## src/design/nns_pkg.sv

```systemverilog
package nns_pkg;

  localparam int MAX_DIM_DEF  = 256;
  localparam int MAX_CHN_DEF  = 4;
  localparam int COORD_W      = 8;
  localparam int DIM_W        = 9;
  localparam int CHN_W        = 3;
  localparam int PIX_W        = 32;
  localparam int OFF_W        = 18;
  localparam int IDX_W        = 18;
  localparam int NUM_W        = COORD_W + DIM_W;
  localparam int QW           = DIM_W;
  localparam int CFG_IDX_W    = 3;

  localparam logic OP_LOAD  = 1'b0;
  localparam logic OP_FETCH = 1'b1;

  typedef enum logic [CFG_IDX_W-1:0] {
    REG_SRC_W = 3'd0,
    REG_SRC_H = 3'd1,
    REG_DST_W = 3'd2,
    REG_DST_H = 3'd3,
    REG_CHN   = 3'd4
  } reg_idx_t;

  typedef struct packed {
    logic [DIM_W-1:0] sw;
    logic [DIM_W-1:0] sh;
    logic [DIM_W-1:0] tw;
    logic [DIM_W-1:0] th;
    logic [CHN_W-1:0] chn;
  } cfg_t;

  typedef struct packed {
    logic             fetch;
    logic             ok;
    logic [PIX_W-1:0] pixel;
    logic [NUM_W-1:0] num_x;
    logic [NUM_W-1:0] num_y;
    logic [IDX_W-1:0] ld_idx;
    logic [IDX_W-1:0] didx;
  } req_t;

  function automatic logic [PIX_W-1:0] chan_mask(input logic [CHN_W-1:0] chn);
    logic [PIX_W-1:0] m;
    m = '0;
    for (int i = 0; i < PIX_W / 8; i++) begin
      if (CHN_W'(i) < chn) m[i*8 +: 8] = 8'hff;
    end
    return m;
  endfunction

endpackage

```

## src/design/nns_queue.sv

```systemverilog
module nns_queue (
  input  logic          clk,
  input  logic          rst_n,
  input  logic          push,
  input  nns_pkg::req_t push_data,
  output logic          pop,
  output nns_pkg::req_t pop_data,
  output logic          full
);

  nns_pkg::req_t mem_r [2];
  logic [1:0]    count_r, count_nxt;
  logic          wr_ptr_r, rd_ptr_r;

  assign pop      = (count_r != 2'd0);
  assign pop_data = mem_r[rd_ptr_r];
  assign full     = (count_r == 2'd2);

  always_comb begin
    count_nxt = count_r + 2'(push) - 2'(pop);
  end

  always_ff @(posedge clk) begin
    if (!rst_n) begin
      count_r  <= 2'd0;
      wr_ptr_r <= 1'b0;
      rd_ptr_r <= 1'b0;
    end else begin
      count_r <= count_nxt;
      if (push) wr_ptr_r <= ~wr_ptr_r;
      if (pop)  rd_ptr_r <= ~rd_ptr_r;
    end
    if (push) begin
      mem_r[wr_ptr_r] <= push_data;
    end
  end

endmodule

```

## config.mk

```make
export PLATFORM = sky130hd
export DESIGN_NAME = nns_queue
export DESIGN_NICKNAME = d
export VERILOG_FILES = /design/src/design/nns_pkg.sv /design/src/design/nns_queue.sv
export SDC_FILE = /design/constraint.sdc
export NUM_CORES = 1
export LEC_CHECK = 0
export BUFFER_PORTS_ARGS = -buffer_cell sky130_fd_sc_hd__buf_2
export CAP_MARGIN = 20
export CORE_MARGIN = 5
export CORE_UTILIZATION = 52
export CTS_CLUSTER_DIAMETER = 150
export DETAILED_ROUTE_END_ITERATION = 6
export PLACE_DENSITY = 0.79
export SLEW_MARGIN = 15
export SYNTH_ARGS = -nofsm -noshare
export SYNTH_HDL_FRONTEND = slang
export SYNTH_SLANG_ARGS = --single-unit
```

## constraint.sdc

```tcl
create_clock -name clk -period 7.9 [get_ports clk]
set_clock_uncertainty 0.05 [all_clocks]
set_input_delay 0.79 -clock clk [delete_from_list [all_inputs] [get_ports clk]]
set_output_delay 0.79 -clock clk [all_outputs]
set_load 0.005 [all_outputs]
```

* Word-level counts from Yosys, hierarchy flattened
Memory sizes are Yosys's and may differ from the RTL's. A register that Yosys moved wholly into a read port is not among the register bits. Cells that the tools add are included.
Word-level totals: bits in registers 4, latch bits 0, bits in writable memories 208, ROM bits 0, bits of input ports 107, output and inout port bits 106, logic and storage cells 14, memories kept 1
Memories:
- mem_r | words 2, width 104, read ports 1, clocked after Yosys merged registers in 1, write ports 1, RTL line nns_queue.sv:11 | nns_pkg::req_t mem_r [2];
Operators by class: add/sub/neg operators 2, multipliers 0, divide/modulo/power cells 0, magnitude comparators 0, eq/ne operators 1, shifts and indexed selects 0, mux-type cells 4, bitwise logic cells 2, reductions and logical operators 1
Operator list (number):
- 2-to-1 mux 1 bit | 4
- adder 2 x 1 -> 2 bit | 1
- == test 2 bit, second input constant | 1
- NOT 1 bit | 2
- nonzero test 2 bit | 1
- subtractor 2 x 1 -> 2 bit | 1

* Longest topological paths before layout
depth after elaboration 3, gate-level depth with buffers 4, mapped depth without buffers 4

* Least setup slack after synthesis
OpenSTA, ideal clock, no wires.
kind input to register, start in push, end mem mem_r[0][0] in the netlist's numbering (enable), setup time 0.581 ns, data arrival time 5.344 ns, required time 7.269 ns, slack 1.925 ns, cell stages on the path 1, buffers on the path 0, path through nor2b_1
Between the ends: cells in the longest elaborated chain, start to end 2
RTL lines:
- start, declared | RTL line nns_queue.sv:4 | input logic push,
- 2-to-1 mux 1 bit | RTL line nns_queue.sv:33 | if (push) begin
- 2-to-1 mux 1 bit (implied by the code) | RTL line nns_queue.sv:34 | mem_r[wr_ptr_r] <= push_data;
- end, declared | RTL line nns_queue.sv:11
Every way passes these cells.

==> results.toml <==
[timing]
slew_viol_final = 0
min_period_ns = 3.627
fmax_mhz = 275.7
hold_viol = 0
fin_crit_sh_pct = 45.91
rsz0062_at_grt = "no"
fin_tns_setup_ns = 0
setup_viol = 0
setup_ws_ns = 4.273
tightestPinTransition_ns = 1.109
relSlewSlack_pct = 26.10

[floorplanning]
die_height_um = 133.8
start_util_pct = 52.80
io-pin-count = 213
design.die.area_mm2 = 0.01790
core_area_mm2 = 0.01509
num_rows = 45
die_w_um = 133.8

[global_route]
antenna_found_initial = 0
grt_usage_pct = 15.96
grtUsageMet2_pct = 27.09
met3_usage_pct = 4.801
top_usage_layer = "met2"
grt_pass1_vias = 4265
grt_max_degree = 83
grt_first_pass_wirelength_um = 22640
gr-usage-met1_pct = 20.21
grt-ovfl-total = 0

[clock_tree]
clock_sinks = 213
clk_pin_slew_ns = 0.06
holdBufCountCts = 0
numCtsBuffers = 22
insertion_delay_ns = 0.49
cts.htree.levels = 1
cts_tree = "done"
clockRootBuffer = "clkbuf_16"
cts_max_path_buffers = 3
post_cts_buffers = 0
cts_resized = 0

[cells_and_area]
final_nets = 682
final_area_mm2 = 0.01000
drive_gt1_share_pct = 60.51
syn_to_final_growth_pct = 25.50
nFillCells = 1049
final_util_pct = 66.27

[job]
max_cap_violations = 0

[placement]
dp_hpwl_um = 9566
place_ws_ns = 4.725
globalplace.congestion = 0.7436
dpl-instance-area_mm2 = 0.009186
place.port_buffers = 212

[logic_synthesis]
yosys_warnings = 0
ys_seq_area_share_pct = 79.65
synth_area_leader_cell = "edfxtp_1"
async_reset_ff_share_pct = 0
avgSynthCellArea_um2 = 23.03
ys_seq_elements = 213
yosysUniqueCellTypes = 18
synth_area_leaders = "edfxtp_1, mux2_4, mux2_2"
netlist_area_mm2 = 0.007968
synth_cells = 346
yosys_most_used_dff = "edfxtp_1"
synth_top_cell_area_share_pct = 78.39
synth.most_common_cell = "edfxtp_1"
synth_enable_flop_cells = 208
synthTopCellsByCount = "edfxtp_1, mux2_4, mux2_2"
synth_nets = 454

[setup_path]
crit_slowest_cell = "buf_4"
cp-end-kind = "primary output"
reg2reg_to = "mem_r[1][33]"
cp.arrival_ns = 2.79
cp_max_fo = 68
crit_type = "reg -> out"
worst_r2r_path_depth = 2
worstSetupStartpointType = "flop"
endpoint = "pop_data[103]"
crit_path_cell_trace = "buf_4 > mux2_2 > buf_2"
required_ns = 7.06
r2r_slack_ns = 5.70
worstReg2RegStart = "wr_ptr_r"
max_stage_delay_ns = 0.90

[drt]
first_iter_violations = 192
wl_per_cell_um = 18.93
viasPerCell = 5.112
drc = 0
postRouteAntennaNets = 0
drt_wl_total_um = 14740
first_pass_iters = 4
num_vias = 3982

[power_and_ir_drop]
ir_drop_mv = 0.1931
p_leak_uw = 0.003914
power.density_mw_per_mm2 = 262.8

[run_status]
outcome = "finished, final reports clean"

[min_path]
hp-class = "in -> reg"
## cell type report
type,instances,area [um2],share of cell area (%)
Antenna cell,1,2.502,0.02503
Clock buffer,25,583.1,5.831
Clock inverter,15,200.2,2.002
Multi-Input combinational cell,121,1518,15.18
Sequential cell,213,6350,63.50
Tap cell,188,235.2,2.352
Timing Repair Buffer,216,1111,11.11
## layout by cell type (no fill, tap or decap), drive strengths merged
master / instances
mux2i: 1
and2: 2
and3: 2
nand2: 2
clkinv: 9
diode: 1
or3: 1
o21ai: 1
ha: 1
edfxtp: 208
o21a: 1
or2: 1
nand2b: 1
inv: 1
buf: 216
bufinv: 5
dfxtp: 5
mux2: 104
clkbuf: 25
nor2b: 4
## cell families (layout without fill, tap and decap cells)
logic type	count (synthesis)	in the layout	share of synthesized area [%]
DFF	213	213	79.65
muxes	105	105	17.65
and+or+nand+nor	13	13	0.9580
buffers and inverters	12	256	1.429
AOI/OAI and AO/OA	2	2	0.1570
adders and majority gates	1	1	0.1570
other	0	1	0
## through the flow
step / hold WS [ns] / instances / total power, uW
floorplan: 0.4445 / 346 / 1462
global placement: 0.4576 / 737 / 1547
detailed placement: 0.4947 / 737 / 1557
CTS: 0.4202 / 777 / 2657
global route: 0.4058 / 778 / 2729
finish: 0.4384 / 779 / 2628
## worst min-delay path by stage
stage,depth (start not counted),to,from,slack (ns)
2_1_floorplan,2,count_r[1],count_r[1],0.44
3_3_place_gp,2,count_r[1],count_r[1],0.46
3_5_place_dp,2,flop,rd_ptr_r,0.49
4_1_cts,1,mem_r[0][83],push_data[83],0.42
5_1_grt,1,mem_r[1][85],push_data[85],0.41
6_report,1,mem_r[1][25],push_data[25],0.44
## worst max-delay path, delay by kind of cell (launching register included)
kind	cells	cell delay (ns)
buffers and inverters	2	1.03
DFF	1	0.74
muxes	1	0.43
## state kept, by name (all words and copies together) (netlist names), named ones only
name	count
count_r	2
mem_r	208
wr_ptr_r	1
rd_ptr_r	1
## per-layer routing
| layer | up-vias | share of wire [%] | wire (um) |
|---|---|---|---|
| met5 | - | 0 | 0 |
| met2 | 172 | 50 | 7338 |
| met4 | 0 | 1.7 | 258 |
| met1 | 1952 | 39 | 5816 |
| met3 | 26 | 9.0 | 1331 |
| li1 | 1832 | - | - |
## report_power, final
group | switching [uW] | internal [uW] | total [uW]
combinational | 92.0 | 115 | 207
clock | 403 | 694 | 1100
sequential | 19.8 | 1300 | 1320
total | 515 | 2110 | 2630
Note: power is estimated with default switching activity, not from simulation.
