[src/design/nns_pkg.sv]
package nns_pkg;

  localparam int MAX_DIM_DEF  = 256;
  localparam int MAX_CHN_DEF  = 4;
  localparam int COORD_W      = 8;
  localparam int DIM_W        = 9;
  localparam int CHN_W        = 3;
  localparam int PIX_W        = 32;
  localparam int OFF_W        = 18;
  localparam int IDX_W        = 18;
  localparam int NUM_W        = COORD_W + DIM_W;
  localparam int QW           = DIM_W;
  localparam int CFG_IDX_W    = 3;

  localparam logic OP_LOAD  = 1'b0;
  localparam logic OP_FETCH = 1'b1;

  typedef enum logic [CFG_IDX_W-1:0] {
    REG_SRC_W = 3'd0,
    REG_SRC_H = 3'd1,
    REG_DST_W = 3'd2,
    REG_DST_H = 3'd3,
    REG_CHN   = 3'd4
  } reg_idx_t;

  typedef struct packed {
    logic [DIM_W-1:0] sw;
    logic [DIM_W-1:0] sh;
    logic [DIM_W-1:0] tw;
    logic [DIM_W-1:0] th;
    logic [CHN_W-1:0] chn;
  } cfg_t;

  typedef struct packed {
    logic             fetch;
    logic             ok;
    logic [PIX_W-1:0] pixel;
    logic [NUM_W-1:0] num_x;
    logic [NUM_W-1:0] num_y;
    logic [IDX_W-1:0] ld_idx;
    logic [IDX_W-1:0] didx;
  } req_t;

  function automatic logic [PIX_W-1:0] chan_mask(input logic [CHN_W-1:0] chn);
    logic [PIX_W-1:0] m;
    m = '0;
    for (int i = 0; i < PIX_W / 8; i++) begin
      if (CHN_W'(i) < chn) m[i*8 +: 8] = 8'hff;
    end
    return m;
  endfunction

endpackage

[src/design/nns_front.sv]
module nns_front (
  input  logic                          clk,
  input  logic                          rst_n,
  input  logic                          accept,
  input  logic                          opcode,
  input  logic [nns_pkg::COORD_W-1:0]   coord_x,
  input  logic [nns_pkg::COORD_W-1:0]   coord_y,
  input  logic [nns_pkg::PIX_W-1:0]     pixel_in,
  input  nns_pkg::cfg_t                 cfg,
  output logic                          valid,
  output nns_pkg::req_t                 req
);

  logic          valid_r;
  nns_pkg::req_t req_r, req_nxt;
  logic          in_src, in_dst;

  always_comb begin
    in_src = (nns_pkg::DIM_W'(coord_x) < cfg.sw) && (nns_pkg::DIM_W'(coord_y) < cfg.sh);
    in_dst = (nns_pkg::DIM_W'(coord_x) < cfg.tw) && (nns_pkg::DIM_W'(coord_y) < cfg.th);
    req_nxt.fetch  = (opcode == nns_pkg::OP_FETCH);
    req_nxt.ok     = (opcode == nns_pkg::OP_FETCH) ? in_dst : in_src;
    req_nxt.pixel  = pixel_in;
    req_nxt.num_x  = nns_pkg::NUM_W'(coord_x) * nns_pkg::NUM_W'(cfg.sw);
    req_nxt.num_y  = nns_pkg::NUM_W'(coord_y) * nns_pkg::NUM_W'(cfg.sh);
    req_nxt.ld_idx = nns_pkg::IDX_W'(coord_x) + nns_pkg::IDX_W'(coord_y) * nns_pkg::IDX_W'(cfg.sw);
    req_nxt.didx   = nns_pkg::IDX_W'(coord_x) + nns_pkg::IDX_W'(coord_y) * nns_pkg::IDX_W'(cfg.tw);
  end

  always_ff @(posedge clk) begin
    if (!rst_n) begin
      valid_r <= 1'b0;
    end else begin
      valid_r <= accept;
    end
    if (accept) begin
      req_r <= req_nxt;
    end
  end

  assign valid = valid_r;
  assign req   = req_r;

endmodule

[config.mk]
export PLATFORM = sky130hd
export DESIGN_NAME = nns_front
export DESIGN_NICKNAME = d
export VERILOG_FILES = /design/src/design/nns_pkg.sv /design/src/design/nns_front.sv
export SDC_FILE = /design/constraint.sdc
export NUM_CORES = 1
export LEC_CHECK = 0
export BUFFER_PORTS_ARGS = -buffer_cell sky130_fd_sc_hd__buf_2
export CAP_MARGIN = 25
export CORE_ASPECT_RATIO = 0.75
export CORE_UTILIZATION = 29
export DETAILED_ROUTE_END_ITERATION = 16
export GPL_TIMING_DRIVEN = 0
export HOLD_SLACK_MARGIN = 0.03
export PLACE_DENSITY = 0.54
export RECOVER_POWER = 100
export SKIP_CTS_REPAIR_TIMING = 1
export SYNTH_ARGS = -nofsm -noshare
export SYNTH_HDL_FRONTEND = slang
export SYNTH_SLANG_ARGS = --single-unit
[constraint.sdc]
create_clock -name clk -period 7.3 [get_ports clk]
set_clock_uncertainty 0.1 [all_clocks]
set_input_delay 2.19 -clock clk [delete_from_list [all_inputs] [get_ports clk]]
set_output_delay 2.19 -clock clk [all_outputs]
set_load 0.1 [all_outputs]
# ---- Word level (Yosys, flattened, before mapping)
# Index checks and enable logic that the tools add are counted.
dict set report op_classes {
  add_sub_neg 2
  mul 4
  div 0
  order_cmp 4
  n_eq_ne 0
  n_shift 0
  mux 1
  bitwise_logic 0
  reduce_logical 2
}
# op n
set op_table {}
lappend op_table {{8-bit by 9-bit multiplier with 17-bit output} 4}
lappend op_table {{8-bit by 17-bit adder with 18-bit output} 2}
lappend op_table {{8-bit by 9-bit less-than comparator with 1-bit output} 4}
lappend op_table {{1-bit logical AND} 2}
lappend op_table {{1-bit two-way mux} 1}
dict set report word_totals {
  reg_bits 105
  latchBits 0
  ram_bits 0
  romBits 0
  output_inout_bits 105
  wordCells 21
  n_memories 0
}

# ---- Longest topological paths before layout
dict set report logic_depth {
  depth_word 3
  mapped_depth 19
  mapped_depth_nobuf 17
}

# ---- Worst setup path before layout
# OpenSTA, ideal clock, no wires.
dict set report synth_path {
  path_kind {input -> register}
  start {in coord_y[0] (netlist bit)}
  end {reg req_r, in the netlist req[33] (data pin)}
  t_arrival_ns 6.223
  path_slack_ns 0.715
  path_stages 17
  path_cell_list {clkbuf_1 clkbuf_1 nand2_1 fa_1 inv_1 fa_1 inv_1 fa_1 fa_1 inv_1 ha_1 o21a_1 o31a_1 or3_1 a31oi_1 o21bai_1 xor2_1}
}
# element line
set synth_rtl {}
lappend synth_rtl {{start, declared} nns_front.sv:7} ;# input logic [nns_pkg::COORD_W-1:0] coord_y,
lappend synth_rtl {{end signal, assigned} nns_front.sv:37} ;# req_r <= req_nxt;
lappend synth_rtl {{end, declared} nns_front.sv:15} ;# nns_pkg::req_t req_r, req_nxt;

==> results.txt <==
* Area overhead of the layout relative to synthesis: 13.5%
* Number of global-route vias before repair: 10280
- The number of antenna violations at the first check in global routing was 3.
- Total of flip-flops plus latches after synthesis: 105
- Number of iterations in the first detailed-routing pass: 5
* Per-instance average area after synthesis: 10.1 µm²
- Number of design-rule violations left by the first detailed-router iteration: 580
- For this run, the register share of the synthesized area comes to 0.227.
- In this run, distinct cell masters in the synthesized netlist total 46.
- Highest cell delay on the worst timing path: 580 ps
* Routed via count: 9986
- Number of buffers inserted during clock tree synthesis: 9
- Post-route setup TNS: 0 ps
- Routability-driven placement finished with a final weighted congestion of 0.850.
- Maximum frequency from static timing analysis: 141 MHz
- The worst setup path is captured at a register.
- The initial utilization of the core area, before any placement, comes to 0.298.
* Fraction of final layout cells with drive strength greater than 1: 0.0658
- Summed over all layers, the global routing overflow is 0.
- The number of nets handed over by synthesis was 1850.
* Leakage: 7.68 nW
- Clock Root Buffer: clkbuf_16
* Worst voltage drop across the vdd grid: 0.211 mV
* TritonCTS clock tree: done
* First-pass GRT wire length: 56700 µm
* Final Cycle Share: 0.969
- Number of buffers added on ports: 189
- Counting both buffers and inverters, the worst setup path holds a total of 6.
- Avg WL per Cell: 16.0 µm
- Top_reg_cell synth: edfxtp_1
- Die area: 0.0487 mm²
* Clock Tree Buf Depth: 2
* Startpoint class of the critical path: primary input
- Across the run, the number of max-cap violations was 1.
* ANT nets after route: 0
- Worst Min Path Start: pixel_in[13]
- For this design the top-level I/O count stands at 196.
- Placeable Area: 0.0465 mm²
- The checks that failed: max-capacitance violations, max-slew violations.
- Area of the mapped netlist: 0.0139 mm²
- For this run, the number of Yosys warnings is 0.
- CP top delay family: adder cells
* Data arrival time of the critical path: 7130 ps
* Critical-path top delay cell: fa_1
- Final setup viols: 0
- Via density per instance: 4.51
- STA puts the critical path data required time at 7350 ps.
* Design Area, Final: 0.0157 mm²
- Pwr Density: 337 mW/mm²
- Total wirelength of the detailed-routed design: 35400 µm
* Unrepaired setup endpoints after global routing: no
- Worst-case hold path end point: req[83]
- Worst-path maximum fanout: 10
- Share of synthesized registers carrying an async set or reset: 0
* CP Cell Sequence: buf_2 -> clkbuf_1 -> clkbuf_1 -> nand2_1 -> fa_1 -> inv_1 -> fa_1 -> ha_1 -> inv_1 -> fa_1 -> inv_1 -> ha_1 -> a211oi_1 -> nor2_1 -> o31ai_1 -> o21ai_0 -> a21oi_1 -> xnor2_1
* Overall fraction of global-route tracks in use: 0.154
* Critical setup path kind: primary input to register
* Relative slew slack: -0.458
- Final critical-path required period: 7080 ps
- Final hold vios: 0
- The clock drives 105 sinks.
* Timing startpoint of the critical path: coord_y[0]
* Count of H-tree levels built during CTS: 3
- Die Span X: 254 µm
- Tightest Hold Check Type: primary input to register
- Cell count after synthesis: 1375
- Actual slew at the worst max-slew pin: 2190 ps
- Status: finished, violations left
* Core Rows: 68
- Pin count of the biggest net entering global routing: 82
- Counting instances, the worst hold path has a depth of 1.
- The final count of pins violating max slew came to 82.
* Die outline height: 191 µm
- Post-CTS clock slew at the launch and capture registers of the worst setup and hold paths: 90 ps
- The placed instances occupy a cell area of 0.0156 mm².
* Number of enable flip-flop cells after synthesis: 104
- Net count reported at finish: 2051
- For this run, design rule violations remaining after detail routing come to 0.
- Post-detailed-placement half-perimeter wirelength: 29000 µm
-- sequential cells by signal, summed over array words and instances (netlist names) --
name	count
req	104
valid	1
-- synth_stat cells, drive strengths merged, types with 2 or more instances --
library cell | count | share of area
a21oi | 56 | 0.020
nand4b | 4 | 0.0025
nand2 | 96 | 0.026
nor2 | 60 | 0.016
o2111ai | 4 | 0.0025
and2 | 167 | 0.075
a31oi | 4 | 0.0018
nor3 | 3 | 0.0011
nor2b | 6 | 0.0033
nand4 | 3 | 0.0014
inv | 295 | 0.080
o21ai | 29 | 0.010
a21o | 16 | 0.0087
fa | 184 | 0.27
o21bai | 9 | 0.0049
a211o | 4 | 0.0025
a21boi | 5 | 0.0027
o31a | 4 | 0.0025
o31ai | 4 | 0.0022
or2 | 2 | 0.00090
nand3 | 2 | 0.00072
clkbuf | 31 | 0.0084
o21a | 8 | 0.0043
xor2 | 12 | 0.0076
xnor2 | 31 | 0.020
ha | 200 | 0.18
nand2b | 5 | 0.0023
edfxtp | 104 | 0.23
or4 | 2 | 0.0011
o221ai | 2 | 0.0013
a2111oi | 2 | 0.0040
a211oi | 8 | 0.0043
-- how the worst max path moves through the flow --
stage,slack [ps],cells after the start,to
floorplan,710,17,req[33]
global placement,-220,18,req[33]
detailed placement,-230,18,req[33]
CTS,200,18,req[33]
global route,10,18,req[34]
finish,220,18,req[34]
-- report_power, final --
group / switching (W) / internal (W)
logic: 0.00266 / 0.00109
registers: 0.0000435 / 0.000972
clock network: 0.000287 / 0.000245
-- cell type report --
| class | instances | area (µm²) |
|---|---|---|
| Clock buffer | 9 | 225 |
| Buffer | 31 | 118 |
| Clock inverter | 7 | 82.6 |
| Inverter | 295 | 1110 |
| Antenna cell | 2 | 5.00 |
| Multi-Input combinational cell | 944 | 9440 |
| Tap cell | 630 | 788 |
| Sequential cell | 105 | 3140 |
| Timing Repair Buffer | 190 | 816 |
| Fill cell | 4905 | 30800 |
-- layer usage --
metal  GRT usage  up-vias  part of all wire
met5     0.00204        -           0.00065
met1       0.223     4943              0.50
met4      0.0331        4             0.011
met3      0.0428       23             0.068
li1            -     4767                 -
met2       0.225      249              0.42
-- through the flow --
stage	hold WS, ps	std cells	setup slack (ps)	total power (W)	utilization
after floorplan	2190	1375	715	0.00415	-
after global placement	2270	2194	-218	0.00486	0.335
after detailed placement	2270	2195	-226	0.00487	0.336
after CTS	1830	2211	202	0.00546	0.342
after global routing	1830	2211	12.0	0.00577	0.338
final	1860	2213	223	0.00530	0.338
-- placed cells by master (no fill, tap or decap), types with 5 or more instances in the layout --
cell / synthesis / layout
and2_0: 0 / 10
o21a_1: 8 / 8
nor2b_1: 5 / 5
a21oi_1: 56 / 56
nand2b_1: 5 / 5
inv_1: 295 / 295
o21bai_1: 9 / 9
ha_1: 200 / 200
a211oi_1: 8 / 8
nand2_1: 96 / 96
clkbuf_1: 31 / 138
nor2_1: 60 / 60
clkbuf_16: 0 / 9
a21boi_0: 5 / 5
a21o_1: 16 / 16
and2_1: 167 / 157
xor2_1: 12 / 12
edfxtp_1: 104 / 104
buf_2: 0 / 81
o21ai_0: 29 / 29
xnor2_1: 31 / 31
fa_1: 184 / 184
-- cells by family (layout without fill, tap and decap cells) --
logic type                 count (synthesis)  after routing  synth area share
DFF                                      105            105             0.227
AOI/OAI and AO/OA                        163            163            0.0783
xor gates and xnor gates                  43             43            0.0272
adders and majority gates                384            384             0.447
buffers and inverters                    326            532            0.0883
other                                      0              2                 0
and+or+nand+nor                          354            354             0.133
Power figures use the tool's default switching activity.
